==> src/hdl/ukcf_pkg.sv <==
// ----------------------------------------------------------------------------
// ukcf_pkg
// Shared types, constants and the frame byte table for the command framer.
// ----------------------------------------------------------------------------
`default_nettype none

package ukcf_pkg;

  localparam int MATCH_WIDTH_DEF = 6;
  localparam int QUEUE_DEPTH     = 4;
  localparam int QPTR_W          = $clog2(QUEUE_DEPTH);
  localparam int QCNT_W          = $clog2(QUEUE_DEPTH + 1);
  localparam int STEP_W          = 4;

  localparam logic [7:0] CHAR_CR    = 8'h0D;
  localparam logic [7:0] CHAR_LF    = 8'h0A;
  localparam logic [7:0] FRAME_FLAG = 8'h7E;

  localparam logic DEST_CONSOLE = 1'b0;
  localparam logic DEST_LINK    = 1'b1;

  // work queued by the front for the back to expand
  typedef enum logic [2:0] {
    OP_ECHO   = 3'd0,
    OP_CRLF   = 3'd1,
    OP_ON     = 3'd2,
    OP_OFF    = 3'd3,
    OP_TOGGLE = 3'd4
  } op_t;

  typedef struct packed {
    op_t        op;
    logic [7:0] data;
  } cmd_t;

  typedef struct packed {
    logic       dest;
    logic [7:0] data;
    logic       last;
  } beat_t;

  // byte number 'step' of the burst that one queued request expands into
  function automatic beat_t frame_beat(cmd_t cmd, logic [STEP_W-1:0] step);
    beat_t b;
    b.dest = DEST_LINK;
    b.data = FRAME_FLAG;
    b.last = 1'b0;
    if (cmd.op == OP_ECHO) begin
      b.dest = DEST_CONSOLE;
      b.data = cmd.data;
      b.last = 1'b1;
    end else if (step == STEP_W'(0)) begin
      b.dest = DEST_CONSOLE;
      b.data = CHAR_CR;
    end else if (step == STEP_W'(1)) begin
      b.dest = DEST_CONSOLE;
      b.data = CHAR_LF;
      b.last = (cmd.op == OP_CRLF);
    end else begin
      case (cmd.op)
        OP_ON: begin
          case (step)
            STEP_W'(3): b.data = 8'h81;
            STEP_W'(4): b.data = 8'h02;
            STEP_W'(5): b.data = 8'h36;
            STEP_W'(6): b.data = 8'hF9;
            STEP_W'(7): b.data = 8'hF7;
            default:    b.data = FRAME_FLAG;
          endcase
          b.last = (step == STEP_W'(8));
        end
        OP_OFF: begin
          case (step)
            STEP_W'(3): b.data = 8'h81;
            STEP_W'(4): b.data = 8'h21;
            STEP_W'(5): b.data = 8'h45;
            default:    b.data = FRAME_FLAG;
          endcase
          b.last = (step == STEP_W'(6));
        end
        OP_TOGGLE: begin
          case (step)
            STEP_W'(3): b.data = 8'h82;
            STEP_W'(4): b.data = 8'h33;
            STEP_W'(5): b.data = 8'h24;
            STEP_W'(6): b.data = 8'h73;
            default:    b.data = FRAME_FLAG;
          endcase
          b.last = (step == STEP_W'(7));
        end
        default: begin
          b.last = 1'b1;
        end
      endcase
    end
    return b;
  endfunction

endpackage

`default_nettype wire

==> src/hdl/uart_keyword_command_framer_top.sv <==
// ----------------------------------------------------------------------------
// uart_keyword_command_framer_top
// Console line framer: echoes bytes, and on carriage return sends CR LF and
// a flagged command frame when the line is "on", "off" or "toggle".
// ----------------------------------------------------------------------------
//  channel   ports                                   direction
//  input     in_valid in_ready in_rx_byte            in
//  result    out_valid out_ready out_dest            out
//            out_out_byte out_last
//
// A byte is accepted in any cycle the request queue has room; the queue
// holds four requests. The back end sends one byte per cycle unless
// stalled: an echo is one byte, a CR two to nine, set by the frame sequencer.
// Output goes through one register stage; stalls there back up the queue.
// Reset clears the line length, queue and output valid; no clearing pass.
// ----------------------------------------------------------------------------
`default_nettype none

module uart_keyword_command_framer_top #(
  parameter int MATCH_WIDTH = ukcf_pkg::MATCH_WIDTH_DEF
) (
  input  wire logic       clk,
  input  wire logic       rst_n,
  input  wire logic       in_valid,
  output logic            in_ready,
  input  wire logic [7:0] in_rx_byte,
  output logic            out_valid,
  input  wire logic       out_ready,
  output logic            out_dest,
  output logic [7:0]      out_out_byte,
  output logic            out_last
);
  import ukcf_pkg::*;

  cmd_t push_cmd, head;
  logic push, full, pop, not_empty;

  ukcf_front #(.MATCH_WIDTH(MATCH_WIDTH)) u_front (
    .clk        (clk),
    .rst_n      (rst_n),
    .in_valid   (in_valid),
    .in_ready   (in_ready),
    .in_rx_byte (in_rx_byte),
    .q_full     (full),
    .q_push     (push),
    .q_cmd      (push_cmd)
  );

  ukcf_queue u_queue (
    .clk       (clk),
    .rst_n     (rst_n),
    .push      (push),
    .push_cmd  (push_cmd),
    .full      (full),
    .pop       (pop),
    .not_empty (not_empty),
    .head      (head)
  );

  ukcf_back u_back (
    .clk          (clk),
    .rst_n        (rst_n),
    .q_not_empty  (not_empty),
    .q_head       (head),
    .q_pop        (pop),
    .out_valid    (out_valid),
    .out_ready    (out_ready),
    .out_dest     (out_dest),
    .out_out_byte (out_out_byte),
    .out_last     (out_last)
  );

endmodule

`default_nettype wire

==> src/hdl/ukcf_front.sv <==
// ----------------------------------------------------------------------------
// ukcf_front
// Accepts console bytes, keeps the current line and classifies each byte
// into one request for the back end.
// ----------------------------------------------------------------------------
`default_nettype none

module ukcf_front #(
  parameter int MATCH_WIDTH = ukcf_pkg::MATCH_WIDTH_DEF
) (
  input  wire logic          clk,
  input  wire logic          rst_n,
  input  wire logic          in_valid,
  output logic               in_ready,
  input  wire logic [7:0]    in_rx_byte,
  input  wire logic          q_full,
  output logic               q_push,
  output ukcf_pkg::cmd_t     q_cmd
);
  import ukcf_pkg::*;

  localparam int LEN_W = $clog2(MATCH_WIDTH + 2);
  localparam int IDX_W = $clog2(MATCH_WIDTH);

  logic [7:0]       line_chars_r [MATCH_WIDTH];
  logic [LEN_W-1:0] line_len_r, line_len_nxt;
  logic             is_cr, hit_on, hit_off, hit_toggle;

  assign in_ready = !q_full;
  assign q_push   = in_valid && !q_full;
  assign is_cr    = (in_rx_byte == CHAR_CR);

  assign hit_on = (line_len_r == LEN_W'(2)) &&
                  (line_chars_r[0] == "o") && (line_chars_r[1] == "n");
  assign hit_off = (line_len_r == LEN_W'(3)) &&
                   (line_chars_r[0] == "o") && (line_chars_r[1] == "f") &&
                   (line_chars_r[2] == "f");
  assign hit_toggle = (line_len_r == LEN_W'(6)) &&
                      (line_chars_r[0] == "t") && (line_chars_r[1] == "o") &&
                      (line_chars_r[2] == "g") && (line_chars_r[3] == "g") &&
                      (line_chars_r[4] == "l") && (line_chars_r[5] == "e");

  always_comb begin
    q_cmd.data = in_rx_byte;
    if (!is_cr)          q_cmd.op = OP_ECHO;
    else if (hit_on)     q_cmd.op = OP_ON;
    else if (hit_off)    q_cmd.op = OP_OFF;
    else if (hit_toggle) q_cmd.op = OP_TOGGLE;
    else                 q_cmd.op = OP_CRLF;
  end

  // length saturates one past the stored width so long lines never match
  always_comb begin
    line_len_nxt = line_len_r;
    if (q_push) begin
      if (is_cr)
        line_len_nxt = '0;
      else if (line_len_r < LEN_W'(MATCH_WIDTH + 1))
        line_len_nxt = line_len_r + LEN_W'(1);
    end
  end

  always_ff @(posedge clk) begin
    if (!rst_n) begin
      line_len_r <= '0;
    end else begin
      line_len_r <= line_len_nxt;
    end
  end

  always_ff @(posedge clk) begin
    if (q_push && !is_cr && (line_len_r < LEN_W'(MATCH_WIDTH))) begin
      line_chars_r[line_len_r[IDX_W-1:0]] <= in_rx_byte;
    end
  end

endmodule

`default_nettype wire

==> src/hdl/ukcf_queue.sv <==
// ----------------------------------------------------------------------------
// ukcf_queue
// Short request queue between the front and the back end.
// ----------------------------------------------------------------------------
`default_nettype none

module ukcf_queue (
  input  wire logic           clk,
  input  wire logic           rst_n,
  input  wire logic           push,
  input  wire ukcf_pkg::cmd_t push_cmd,
  output logic                full,
  input  wire logic           pop,
  output logic                not_empty,
  output ukcf_pkg::cmd_t      head
);
  import ukcf_pkg::*;

  cmd_t              slot_r [QUEUE_DEPTH];
  logic [QPTR_W-1:0] wr_ptr_r, wr_ptr_nxt;
  logic [QPTR_W-1:0] rd_ptr_r, rd_ptr_nxt;
  logic [QCNT_W-1:0] count_r, count_nxt;
  logic              do_pop;

  assign full      = (count_r == QCNT_W'(QUEUE_DEPTH));
  assign not_empty = (count_r != '0);
  assign head      = slot_r[rd_ptr_r];
  assign do_pop    = pop && not_empty;

  always_comb begin
    wr_ptr_nxt = push ? wr_ptr_r + QPTR_W'(1) : wr_ptr_r;
    rd_ptr_nxt = do_pop ? rd_ptr_r + QPTR_W'(1) : rd_ptr_r;
    count_nxt  = count_r;
    if (push && !do_pop)      count_nxt = count_r + QCNT_W'(1);
    else if (!push && do_pop) count_nxt = count_r - QCNT_W'(1);
  end

  always_ff @(posedge clk) begin
    if (!rst_n) begin
      wr_ptr_r <= '0;
      rd_ptr_r <= '0;
      count_r  <= '0;
    end else begin
      wr_ptr_r <= wr_ptr_nxt;
      rd_ptr_r <= rd_ptr_nxt;
      count_r  <= count_nxt;
    end
  end

  always_ff @(posedge clk) begin
    if (push) begin
      slot_r[wr_ptr_r] <= push_cmd;
    end
  end

endmodule

`default_nettype wire

==> src/hdl/ukcf_back.sv <==
// ----------------------------------------------------------------------------
// ukcf_back
// Expands each queued request into its output bytes, one per cycle when not
// stalled, into a registered output stage.
// ----------------------------------------------------------------------------
`default_nettype none

module ukcf_back (
  input  wire logic           clk,
  input  wire logic           rst_n,
  input  wire logic           q_not_empty,
  input  wire ukcf_pkg::cmd_t q_head,
  output logic                q_pop,
  output logic                out_valid,
  input  wire logic           out_ready,
  output logic                out_dest,
  output logic [7:0]          out_out_byte,
  output logic                out_last
);
  import ukcf_pkg::*;

  logic [STEP_W-1:0] step_r, step_nxt;
  logic              out_valid_r, out_valid_nxt;
  beat_t             beat_r, beat;
  logic              load;

  assign beat  = frame_beat(q_head, step_r);
  // output stage takes a new byte when empty or drained this cycle
  assign load  = q_not_empty && (!out_valid_r || out_ready);
  assign q_pop = load && beat.last;

  always_comb begin
    step_nxt = step_r;
    if (load) step_nxt = beat.last ? '0 : step_r + STEP_W'(1);
    out_valid_nxt = out_valid_r;
    if (load)           out_valid_nxt = 1'b1;
    else if (out_ready) out_valid_nxt = 1'b0;
  end

  always_ff @(posedge clk) begin
    if (!rst_n) begin
      step_r      <= '0;
      out_valid_r <= 1'b0;
    end else begin
      step_r      <= step_nxt;
      out_valid_r <= out_valid_nxt;
    end
  end

  always_ff @(posedge clk) begin
    if (load) begin
      beat_r <= beat;
    end
  end

  assign out_valid    = out_valid_r;
  assign out_dest     = beat_r.dest;
  assign out_out_byte = beat_r.data;
  assign out_last     = beat_r.last;

endmodule

`default_nettype wire

==> config.mk <==
export PLATFORM = sky130hd
export DESIGN_NAME = uart_keyword_command_framer_top
export DESIGN_NICKNAME = d
export VERILOG_FILES = /design/src/hdl/ukcf_pkg.sv /design/src/hdl/uart_keyword_command_framer_top.sv /design/src/hdl/ukcf_front.sv /design/src/hdl/ukcf_queue.sv /design/src/hdl/ukcf_back.sv
export SDC_FILE = /design/constraint.sdc
export NUM_CORES = 1
export LEC_CHECK = 0
export BUFFER_PORTS_ARGS = -buffer_cell sky130_fd_sc_hd__clkbuf_2
export CORE_AREA = 3 3 102 104
export CTS_CLUSTER_DIAMETER = 80
export CTS_CLUSTER_SIZE = 10
export DETAILED_ROUTE_END_ITERATION = 10
export DIE_AREA = 0 0 105 107
export HOLD_SLACK_MARGIN = 0.1
export PLACE_DENSITY = 0.74
export SYNTH_ARGS = -nofsm -noshare
export SYNTH_HDL_FRONTEND = slang
export SYNTH_SLANG_ARGS = --single-unit
==> constraint.sdc <==
create_clock -name clk -period 3.5 [get_ports clk]
set_clock_uncertainty 0.2 [all_clocks]
set_input_delay 0.525 -clock clk [delete_from_list [all_inputs] [get_ports clk]]
set_output_delay 0.525 -clock clk [all_outputs]
set_load 0.02 [all_outputs]
# ---- Word-level counts from Yosys, hierarchy flattened
# Memory sizes are Yosys's and may differ from the RTL's. A register that Yosys moved wholly into a read port is not among the register bits.
# Cells that the tools add are included.
# Widths: inputs -> output; s select.
dict set report totals {
  regBits 25
  latchBits 0
  ram_bits 92
  romBits 0
  input_bits 12
  out_inout_bits 12
  elab_cells 105
  mem_count 2
}
dict set report op_classes {
  n_addsub 6
  multipliers 0
  div 0
  order_cmp 2
  eq_ne 26
  shift 0
  mux 27
  bitwise_logic 0
  n_reduce_logical 33
}
# name words word_bits rd rd_ports_with_merged_regs wr line_no
set memory_table {}
lappend memory_table {u_front.line_chars_r 6 8 6 0 1 ukcf_front.sv:25} ;# logic [7:0] line_chars_r [MATCH_WIDTH];
lappend memory_table {u_queue.slot_r 4 11 1 1 1 ukcf_queue.sv:19} ;# cmd_t slot_r [QUEUE_DEPTH];
# cell n
set op_table {}
lappend op_table {{$eq 8x7->1 const B} 10}
lappend op_table {{$pmux 8 s3} 2}
lappend op_table {{$pmux 8 s5} 1}
lappend op_table {{$pmux 8 s4} 1}
lappend op_table {{$mux 3} 8}
lappend op_table {{$logic_and 1x1->1} 19}
lappend op_table {{$mux 9} 2}
lappend op_table {{$eq 4x3->1 const B} 4}
lappend op_table {{$eq 3x2->1 const B} 4}
lappend op_table {{$eq 3x3->1 const B} 3}
lappend op_table {{$eq 8x4->1 const B} 1}
lappend op_table {{$mux 1} 8}
lappend op_table {{$mux 8} 1}
lappend op_table {{$add 3x1->3 const B} 2}
lappend op_table {{$lt 3x3->1 const B} 2}
lappend op_table {{$reduce_bool 2->1} 3}
lappend op_table {{$logic_not 1->1} 5}
lappend op_table {{$add 2x1->2 const B} 2}
lappend op_table {{$add 4x1->4 const B} 1}
lappend op_table {{$eq 4x1->1 const B} 1}
lappend op_table {{$eq 4x2->1 const B} 1}
lappend op_table {{$eq 4x4->1 const B} 1}
lappend op_table {{$logic_not 4->1} 1}
lappend op_table {{$mux 2} 2}
lappend op_table {{other kinds (9)} 9}

# ---- Depth between registers and ports, before layout
# Gate-level depths: netlist of run 1.
# An unclocked memory read counts as a cell.
dict set report depth {
  ltp_word 12
  ltp_mapped 13
}

# ---- By module
# From an unflattened synthesis of run 1, not the netlist that was laid out.
dict set report unflattened {
  cells_unflattened 371
  area_unflattened_um2 5312.6
}
# module n_inst cells_each area_per_inst_um2 seq_area_each_um2
set by_module_without_submodules {}
lappend by_module_without_submodules {ukcf_queue 1 100 2089.5 1501.4}
lappend by_module_without_submodules {ukcf_front 1 123 2031.9 1501.4}
lappend by_module_without_submodules {ukcf_back 1 148 1191.1 400.4}

# ---- Least setup slack after synthesis of run 1
# No wires, ideal clock.
dict set report synth_timing {
  kind {register to register}
  from {register with a tool-made name}
  to {register u_queue.count_r[2]}
  setup_time_ps 76
  arrival_time_ps 2967
  required_ps 3224
  path_slack_ps 257
  stages_incl_launch_ff 13
  path_buffers 1
  synth_period_minus_slack_ps 3243
  cell_sequence {dfxtp_1 mux4_2 buf_6 mux2i_1 o32ai_2 nor2_1 nand2_1 ha_1 inv_1 fa_1 xor2_1 or3_1 a21boi_0}
}
# item line_no
set synth_lines {}
lappend synth_lines {{to (signal assigned)} ukcf_queue.sv:46} ;# count_r <= count_nxt;
lappend synth_lines {{to (decl)} ukcf_queue.sv:22} ;# logic [QCNT_W-1:0] count_r, count_nxt;

==> impl_metrics.tcl, run 1 <==
set metrics [dict create \
    register_area_sq_um 3400 \
    routed_wl_mm 9.50 \
    synth_warnings 0 \
    grt_usage 0.183 \
    drv_slew 0 \
    drv_cap 0 \
    start_util 0.540 \
    dp_hpwl_mm 6.31 \
    core_sq_um 9640 \
    synth_cell_types 58 \
    async_flop_share 0 \
    crit_path_top_delay_cell "mux4_2" \
    vias 3132 \
    critPathTopFamily "compound AO/OA/AOI/OAI gates" \
    syn_nets 393 \
    final_layout_size_suffix_gt1_frac 0.190 \
    ys_seq_area_frac 0.654 \
    clk_latency_ns 0.52 \
    ys_ff_latch 119 \
    cp_data_arrival_time_ns 3.49 \
    power_w 0.00456 \
    p_leak_nw 2.05 \
    worstPathCellList "mux4_2 -> a211oi_1 -> o21a_1 -> nor2_1 -> nand2_1 -> ha_1 -> inv_1 -> fa_1 -> xor2_1 -> or3_1 -> a21boi_0" \
    finalSetupTns_ns 0 \
    overflow 0 \
    crit_fanout 8 \
    post-route-drc-count 0 \
    whs_ns 0.187 \
    cts_root_buf "clkbuf_8" \
    cts_made_buffers 17 \
    num_rows 36 \
    dpl_cell_area_sq_um 5470 \
    tightest_slew_ns 1.09 \
    synth_top_area_frac 0.588 \
    fp.dieArea_sq_um 11200 \
    num-fill-cells 724 \
    worstSetupPathType "reg -> reg" \
    fp.dieW_microns 105 \
    syn2layout_area_growth_pct 15.9 \
    syn_inst 368 \
    hold_viol 0 \
    drt_iter0_drc 192 \
    synth_edf_count 102 \
    synth.area.top_cells "edfxtp_1 59%, dfxtp_1 6.5%, mux4_2 5.2%" \
    post_cts_buffers 0 \
    finish.instance_area_sq_um 6040 \
    ios 24 \
    grt_pass1_vias 3063 \
    min_path_type "in -> reg" \
    final_cells 548 \
    ir_drop_uv 390 \
    critPathCaptureType "flip-flop" \
    final_antenna_net_count 0 \
    cts_tree "yes" \
    numClockSinks 119 \
    dr.pass1.iters 5 \
    routedWlPerCell_microns 17.3 \
    fin_nets 427 \
    die_h_microns 107 \
    max_slew_margin 0.270 \
    outcome "complete, no violations" \
    slowest_delay_ns 0.61 \
    fmax_mhz 307 \
    h-tree-depth 4 \
    grt_antenna_before_repair 0 \
    powerDensity_nw_per_um2 756 \
    synthFlopType "edfxtp_1" \
    crit_buf_inv 1 \
    crit_path_start_kind "flip-flop" \
    yosysMostFrequentCell "edfxtp_1" \
    multi_input_area_sq_um 1690 \
    grt_pass1_wl_mm 15.5 \
    n_antenna_cell 0 \
    period_minus_slack_ns 3.26 \
    place_inst 515 \
    post-route-period-util 0.930 \
    rsz0062_at_grt "false" \
    syn-cell-area_sq_um 5210 \
    cp_data_required_time_ns 3.74 \
    clock_path_buffers 2 \
    clkSlewWorstSetupHoldPaths_ns 0.06 \
    grt_max_degree 18 \
    synth_commonest_cells "102 x edfxtp_1, 31 x nand2_1, 17 x dfxtp_1" \
    routed_via_density 5.72 \
    synth_top_area_cell "edfxtp_1" \
    gp_congestion 0.856 \
    portBuffers 23 \
    setup_viol 0 \
    avgSynthCellArea_sq_um 14.2 \
]
registers in the layout, indices dropped and copies added, names as in the netlist, 2 cells and up, named ones only:
signal,cells
u_front.line_chars_r,48
u_queue.slot_r,44
u_back.out_out_byte,8
u_back.step_r,4
u_front.line_len_r,3
u_queue.count_r,3
u_queue.rd_ptr_r,2
u_queue.wr_ptr_r,2
kinds of logic (layout without fill, tap and decap cells):
logic type	after synthesis	in the layout	synth area share
XOR/XNOR	3	3	0.00505
multiplexers	16	16	0.0627
flip-flops	119	119	0.654
buffers and inverters	27	74	0.0216
AND/OR/NAND/NOR	128	128	0.141
adder cells (fa/ha/maj)	13	13	0.0327
AO/OA/AOI/OAI	62	62	0.0839
final timing paths:
path | cells after the start | to | from | slack, ns
min reg2reg | 2 | u_back.out_valid | u_back.out_valid | 0.29
min | 1 | u_front.line_chars_r[5][1] | in_rx_byte[1] | 0.19
max reg2reg | 11 | u_queue.count_r[2] | flip-flop | 0.24
max | 11 | u_queue.count_r[2] | flip-flop | 0.24
power by group:
part           switching, W  total (W)  internal [W]
sequential        0.0000961    0.00188       0.00178
combinational      0.000648    0.00109      0.000442
clock              0.000638    0.00159      0.000954
layout make-up:
type | instances | share of cell area
well taps | 133 | 0.0276
clock buffers | 17 | 0.0686
repair buffers | 31 | 0.0294
flip-flops and latches | 119 | 0.564
clock inverters | 15 | 0.0234
multi-input cells | 222 | 0.280
inverters | 11 | 0.00684
layout by cell type (no fill, tap or decap), drive strengths merged, types with 3 or more instances in the layout:
cell / count
a21boi: 11
a21o: 3
a21oi: 9
a31oi: 3
and2: 7
and3: 4
buf: 7
clkbuf: 40
clkinv: 5
dfxtp: 17
edfxtp: 102
ha: 12
inv: 18
mux2i: 3
mux4: 13
nand2: 31
nand2b: 9
nand3: 3
nand3b: 3
nand4: 3
nand4b: 6
nor2: 11
nor2b: 14
nor3: 16
nor3b: 4
nor4: 3
nor4bb: 3
o21a: 4
o21ai: 10
per-stage QoR:
step | utilization | setup slack (ns)
final | 0.626 | 0.244
after detailed placement | 0.567 | 0.285
after floorplan | - | 0.257
after CTS | 0.626 | 0.219
after global routing | 0.626 | 0.0463
after global placement | 0.567 | 0.407
per-layer routing:
metal	track usage	share of wire	vias up
met1	0.213	0.42	1523
met2	0.315	0.52	98
li1	-	-	1493
met3	0.0566	0.047	18
met4	0.0769	0.018	0
met5	0	0	-
worst reg2reg max path, delay by kind of cell, from the launching register on:
kind / cells / cell delay (ns)
fa+ha+maj: 2 / 0.55
compound gates: 3 / 0.71
mux: 1 / 0.61
xor+xnor: 1 / 0.16
simple gates: 3 / 0.48
buf+inv: 1 / 0.06
flops: 1 / 0.41
what timing repair did:
| item | in CTS | in global routing |
|---|---|---|
| hold endpoints to repair | 1 | 0 |
| resized for setup | 0 | 0 |
| hold buffers | 1 | 0 |
(Power assumes the default switching activity.)
==> inputs of run 2 (changes only) <==
- CORE_AREA: 3 3 102 104 -> 3 3 126 128
- DIE_AREA: 0 0 105 107 -> 0 0 129 131
- PLACE_DENSITY: 0.74 -> not set
==> impl_metrics.tcl, run 2 (synthesis results as in run 1) <==
set metrics [dict create \
    num_rows 45 \
    ff2ff_setup_slack_ns 0.32 \
    dp_hpwl_mm 6.84 \
    routed_wl_mm 10.0 \
    n_antenna_cell 0 \
    powerDensity_nw_per_um2 758 \
    grt_max_degree 18 \
    dr.pass1.iters 4 \
    critPathCaptureType "flip-flop" \
    cts_made_buffers 17 \
    power_w 0.00463 \
    die_h_microns 131 \
    final_layout_size_suffix_gt1_frac 0.186 \
    rsz0062_at_grt "false" \
    grt_antenna_before_repair 0 \
    critPathTopFamily "compound AO/OA/AOI/OAI gates" \
    layout_common_cells "102 x edfxtp_1, 31 x nand2_1, 23 x clkbuf_2, 17 x dfxtp_1, 17 x clkbuf_16" \
    post_cts_buffers 0 \
    max_slew_margin 0.278 \
    slowest_delay_ns 0.60 \
    p_sw_frac 0.294 \
    h-tree-depth 4 \
    p_leak_nw 2.05 \
    clock_path_buffers 2 \
    grt_usage 0.128 \
    setup_viol 0 \
    finalSetupTns_ns 0 \
    syn2layout_area_growth_pct 17.4 \
    drv_slew 0 \
    switchingPower_w 0.00136 \
    use_met2 0.210 \
    routedWlPerCell_microns 16.7 \
    grt-busiest-layer "met2" \
    hold_viol 0 \
    p_int_w 0.00327 \
    numClockSinks 119 \
    use_met1 0.162 \
    cp_data_required_time_ns 3.62 \
    rr_endpoint "u_queue.count_r[2]" \
    crit_path_top_delay_cell "mux4_2" \
    drt_iter0_drc 200 \
    holdPathStages 4 \
    grt_pass1_vias 3139 \
    core_sq_um 15000 \
    grt_pass1_wl_mm 16.6 \
    overflow 0 \
    ir_drop_uv 378 \
    start_util 0.348 \
    cts_root_buf "clkbuf_16" \
    power_frac_seq 0.405 \
    crit_buf_inv 1 \
    cts_tree "yes" \
    worstPathCellList "mux4_2 -> a211oi_1 -> o21a_2 -> nor2_1 -> nand2_1 -> ha_1 -> inv_1 -> fa_1 -> xor2_1 -> or3_1 -> a21boi_0" \
    largest_reg_flops 48 \
    vias 3150 \
    layout_commonest_cell "edfxtp_1" \
    power_frac_comb 0.241 \
    fin_nets 427 \
    worstSetupPathType "reg -> reg" \
    ios 24 \
    fp.dieArea_sq_um 16900 \
    post-route-drc-count 0 \
    crit_fanout 8 \
    post-route-period-util 0.908 \
    cp_data_arrival_time_ns 3.29 \
    tightest_slew_ns 1.08 \
    drv_cap 0 \
    clkSlewWorstSetupHoldPaths_ns 0.06 \
    clockPowerShare 0.354 \
    fp.dieW_microns 129 \
    fmax_mhz 315 \
    min_from "out_ready" \
    portBuffers 23 \
    r2r.worst_path.cells 11 \
    min_path_type "in -> reg" \
    routed_via_density 5.22 \
    use_met3 0.0386 \
    final_antenna_net_count 0 \
    hold_path_end "u_back.out_valid" \
    gp_congestion 0.874 \
    period_minus_slack_ns 3.18 \
    crit_path_start_kind "flip-flop" \
    clk_latency_ns 0.40 \
    outcome "complete, no violations" \
]
[run 2: cell count changes in the layout (fill, tap and decap cells not counted), sizes merged]
cell         change
buf              +1
bufinv           +1
clkbuf           +2
clkinv           +2
clkinvlp         +1
dlygate4sd3      -1
inv              -6
[run 2: worst max path at each step]
stage                               to              from  cells past startpoint  slack [ns]
finish              u_queue.count_r[2]         flip-flop                     11        0.32
global route        u_queue.count_r[2]  u_back.step_r[0]                     13        0.07
CTS                 u_queue.count_r[2]         flip-flop                     11        0.24
detailed placement  u_queue.count_r[2]         flip-flop                     11        0.27
global placement    u_queue.count_r[2]         flip-flop                     11        0.38
floorplan           u_queue.count_r[2]         flip-flop                     12        0.26
[run 2: cell type report]
type	instances	area (sq um)
fill	1368	8860
sequential	119	3400
multi-input combinational	222	1690
clock buffer	19	433
tap	188	235
timing repair buffer	31	175
clock inverter	13	131
inverter	11	41.3
[run 2: repair_timing]
item | CTS | global route
hold buffers | 0 | 0
endpoints found under the setup margin | 0 | 1
resized for setup | 0 | 1
[run 2: power by group through the flow]
stage,clock (W),sequential [W],combinational (W)
floorplan,0,0.00196,0.000736
global placement,0,0.00190,0.00109
detailed placement,0,0.00191,0.00111
CTS,0.00167,0.00188,0.00112
global route,0.00175,0.00190,0.00124
finish,0.00164,0.00188,0.00111
[run 2: worst reg2reg max path, delay by kind of cell, from the launching register on]
family	cells	cell delay (ns)
adder cells (fa/ha/maj)	2	0.55
multiplexers	1	0.60
XOR/XNOR	1	0.16
flip-flops	1	0.39
AND/OR/NAND/NOR	3	0.46
AO/OA/AOI/OAI	3	0.68
buffers and inverters	1	0.06
[run 2: per-stage QoR]
step / hold slack [ns] / worst slack [ns] / cells / area [sq um] / utilization
3_5_place_dp: 0.281 / 0.266 / 571 / 5550 / 0.370
4_1_cts: 0.185 / 0.239 / 603 / 6110 / 0.408
3_3_place_gp: 0.257 / 0.378 / 571 / 5550 / 0.370
2_1_floorplan: 0.245 / 0.257 / 368 / 5210 / -
5_1_grt: 0.229 / 0.0653 / 603 / 6110 / 0.408
6_report: 0.201 / 0.322 / 603 / 6110 / 0.408
[run 2: per-layer routing]
| metal | vias up | part of all wire |
|---|---|---|
| met4 | 0 | 0.019 |
| li1 | 1487 | - |
| met2 | 72 | 0.49 |
| met5 | - | 0 |
| met1 | 1575 | 0.45 |
| met3 | 16 | 0.040 |
==> inputs of run 3 (changes only) <==
- ABC_AREA: not set -> 1
- ABC_CLOCK_PERIOD_IN_PS: not set -> 3500
- BUFFER_PORTS_ARGS: -buffer_cell sky130_fd_sc_hd__clkbuf_2 -> -buffer_cell sky130_fd_sc_hd__buf_2
- CORE_AREA: 3 3 126 128 -> 3 3 127 129
- DIE_AREA: 0 0 129 131 -> 0 0 130 132
==> impl_metrics.tcl, run 3 <==
set metrics [dict create \
    outcome "complete, no violations" \
    num_rows 45 \
    critPathMostFrequentCell "nand2_2" \
    worstSetupPathType "reg -> reg" \
    post-route-period-util 0.908 \
    routed_via_density 4.73 \
    power_frac_seq 0.390 \
    gp_congestion 0.842 \
    top_layer "met4" \
    portBuffers 23 \
    finalSetupTns_ns 0 \
    powerDensity_nw_per_um2 780 \
    syn-cell-area_sq_um 5240 \
    ys_ff_latch 119 \
    dp_hpwl_mm 6.98 \
    overflow 0 \
    h-tree-depth 4 \
    cp_data_required_time_ns 3.59 \
    synth_cell_types 36 \
    final_layout_size_suffix_gt1_frac 0.172 \
    synth_commonest_cells "102 x edfxtp_1, 77 x nand2_1, 62 x inv_1" \
    drt_iter0_drc 274 \
    cts_resized 0 \
    grt_antenna_before_repair 0 \
    clkSlewWorstSetupHoldPaths_ns 0.06 \
    synth_edf_count 102 \
    clock_path_buffers 2 \
    fin_util 0.407 \
    period_minus_slack_ns 3.18 \
    routedWlPerCell_microns 14.2 \
    power_frac_comb 0.261 \
    ctsHoldBuffers 0 \
    fp.dieW_microns 130 \
    numClockSinks 119 \
    cts_made_buffers 17 \
    rsz0062_at_grt "false" \
    setup_viol 0 \
    power_w 0.00481 \
    cts_tree "yes" \
    vias 3393 \
    hold_viol 0 \
    routed_wl_mm 10.2 \
    ys_seq_area_frac 0.649 \
    grt_usage 0.128 \
    drv_cap 0 \
    syn2layout_area_growth_pct 17.7 \
    async_flop_share 0 \
    start_util 0.346 \
    clockPowerShare 0.350 \
    largest_reg_flops 48 \
    yosysMostFrequentCell "edfxtp_1" \
    worstPathCellList "inv_8 -> nand2_1 -> nand2_1 -> nand2_2 -> nand2_2 -> nand3_2 -> nor2_2 -> nor2_1 -> nand3_2 -> nand2_2 -> nand2_4 -> nand2_4 -> ha_1 -> inv_1 -> fa_1 -> a21oi_1 -> o21ai_0 -> o21ai_0 -> a21oi_1" \
    drv_slew 0 \
    critPathCaptureType "flip-flop" \
    p_sw_frac 0.329 \
    rr_endpoint "u_queue.count_r[2]" \
    min_from "rst_n" \
    crit_buf_inv 2 \
    wl_met1_mm 4.54 \
    synth_top_area_cell "edfxtp_1" \
    fp.dieArea_sq_um 17200 \
    syn_inst 474 \
    tightest_slew_ns 0.689 \
    grt_max_degree 27 \
    clk_latency_ns 0.41 \
    fin_nets 542 \
    grt_pass1_wl_mm 16.7 \
    layout_commonest_cell "edfxtp_1" \
    p_int_w 0.00323 \
    ff2ff_setup_slack_ns 0.32 \
    max_slew_margin 0.539 \
    core_sq_um 15100 \
    synth.area.top_cells "edfxtp_1 58%, dfxtp_1 6.5%, nand2_1 5.5%" \
    n_antenna_cell 0 \
    min_path_type "in -> reg" \
    synthFlopType "edfxtp_1" \
    holdPathStages 3 \
    cts_root_buf "clkbuf_16" \
    post-route-drc-count 0 \
    synth_top_area_frac 0.584 \
    final_cells 717 \
    syn_nets 499 \
    met2_length_mm 5.02 \
    dr_wl_met3_microns 472 \
    final_antenna_net_count 0 \
    cp_data_arrival_time_ns 3.27 \
    fmax_mhz 315 \
    grt_pass1_vias 3357 \
    dr.pass1.iters 5 \
    ir_drop_uv 325 \
    r2r.worst_path.cells 19 \
    crit_path_top_delay_cell "dfxtp_1" \
    critPathTopFamily "simple AND/OR/NAND/NOR gates" \
    die_h_microns 132 \
    layout_common_cells "102 x edfxtp_1, 77 x nand2_1, 62 x inv_1, 56 x nor2_1, 30 x a21oi_1" \
    hold_path_end "u_queue.count_r[1]" \
    finalWorstSetupSlack_ns 0.321 \
    crit_fanout 26 \
    synth_warnings 0 \
    slowest_delay_ns 0.63 \
    avgSynthCellArea_sq_um 11.1 \
    p_leak_nw 2.41 \
    place_inst 686 \
    place_ws_ns 0.381 \
    switchingPower_w 0.00158 \
    ios 24 \
    crit_path_start_kind "flip-flop" \
    post_cts_buffers 0 \
]
run 3: changes by cell type in the layout (fill, tap and decap cells not counted), moves of 11 or more:
| cell | previous run | this run |
|---|---|---|
| a21oi_1 | 9 | 30 |
| buf_2 | 0 | 23 |
| clkbuf_2 | 23 | 0 |
| inv_1 | 11 | 62 |
| mux4_2 | 12 | 0 |
| nand2_1 | 31 | 77 |
| nand3_1 | 3 | 18 |
| nor2_1 | 11 | 56 |
| nor2b_1 | 14 | 0 |
| nor3_1 | 16 | 5 |
| o21ai_0 | 10 | 23 |
run 3: per-stage QoR:
stage                     instance area, sq um  hold slack [ns]
after floorplan                           5240            0.265
after global placement                    5600            0.289
after detailed placement                  5600            0.291
after CTS                                 6170            0.210
after global routing                      6170            0.227
final                                     6170            0.222
run 3: cell type report:
type / count / area, sq um
Clock buffer: 17 / 425
Tap cell: 188 / 235
Timing Repair Buffer: 31 / 175
Multi-Input combinational cell: 283 / 1530
Clock inverter: 14 / 150
Sequential cell: 119 / 3400
Fill cell: 1411 / 8970
Inverter: 65 / 251
run 3: tightest hold or removal path: cells and delay by family:
family,cells,cell delay (ns)
buffers and inverters,1,0.14
AOI/OAI and AO/OA,2,0.12
run 3: logic make-up after synthesis:
| kind of cell | synth area share |
|---|---|
| adders and majority gates | 0.0325 |
| buffers and inverters | 0.0589 |
| xor gates and xnor gates | 0.00501 |
| and+or+nand+nor | 0.175 |
| AOI/OAI and AO/OA | 0.0795 |
| DFF | 0.649 |
run 3: worst max path at each step:
stage | endpoint | slack [ns] | start | cells after the start
after global routing | u_queue.count_r[2] | 0.06 | flip-flop | 19
final | u_queue.count_r[2] | 0.32 | flip-flop | 19
after floorplan | u_queue.count_r[2] | 0.86 | flip-flop | 19
after global placement | u_queue.count_r[2] | 0.48 | flip-flop | 17
after detailed placement | u_queue.count_r[2] | 0.38 | flip-flop | 17
after CTS | u_queue.count_r[2] | 0.35 | flip-flop | 19
run 3: power groups by stage:
stage,logic [W],registers [W],clock network [W]
after floorplan,0.000862,0.00196,0
after global placement,0.00122,0.00190,0
final,0.00125,0.00188,0.00168
after global routing,0.00141,0.00190,0.00180
after CTS,0.00126,0.00188,0.00172
after detailed placement,0.00125,0.00190,0
run 3: routing by layer:
layer / vias to the layer above / track usage
li1: 1723 / -
met1: 1563 / 0.154
met2: 88 / 0.209
met3: 19 / 0.0393
met4: 0 / 0.0583
met5: - / 0
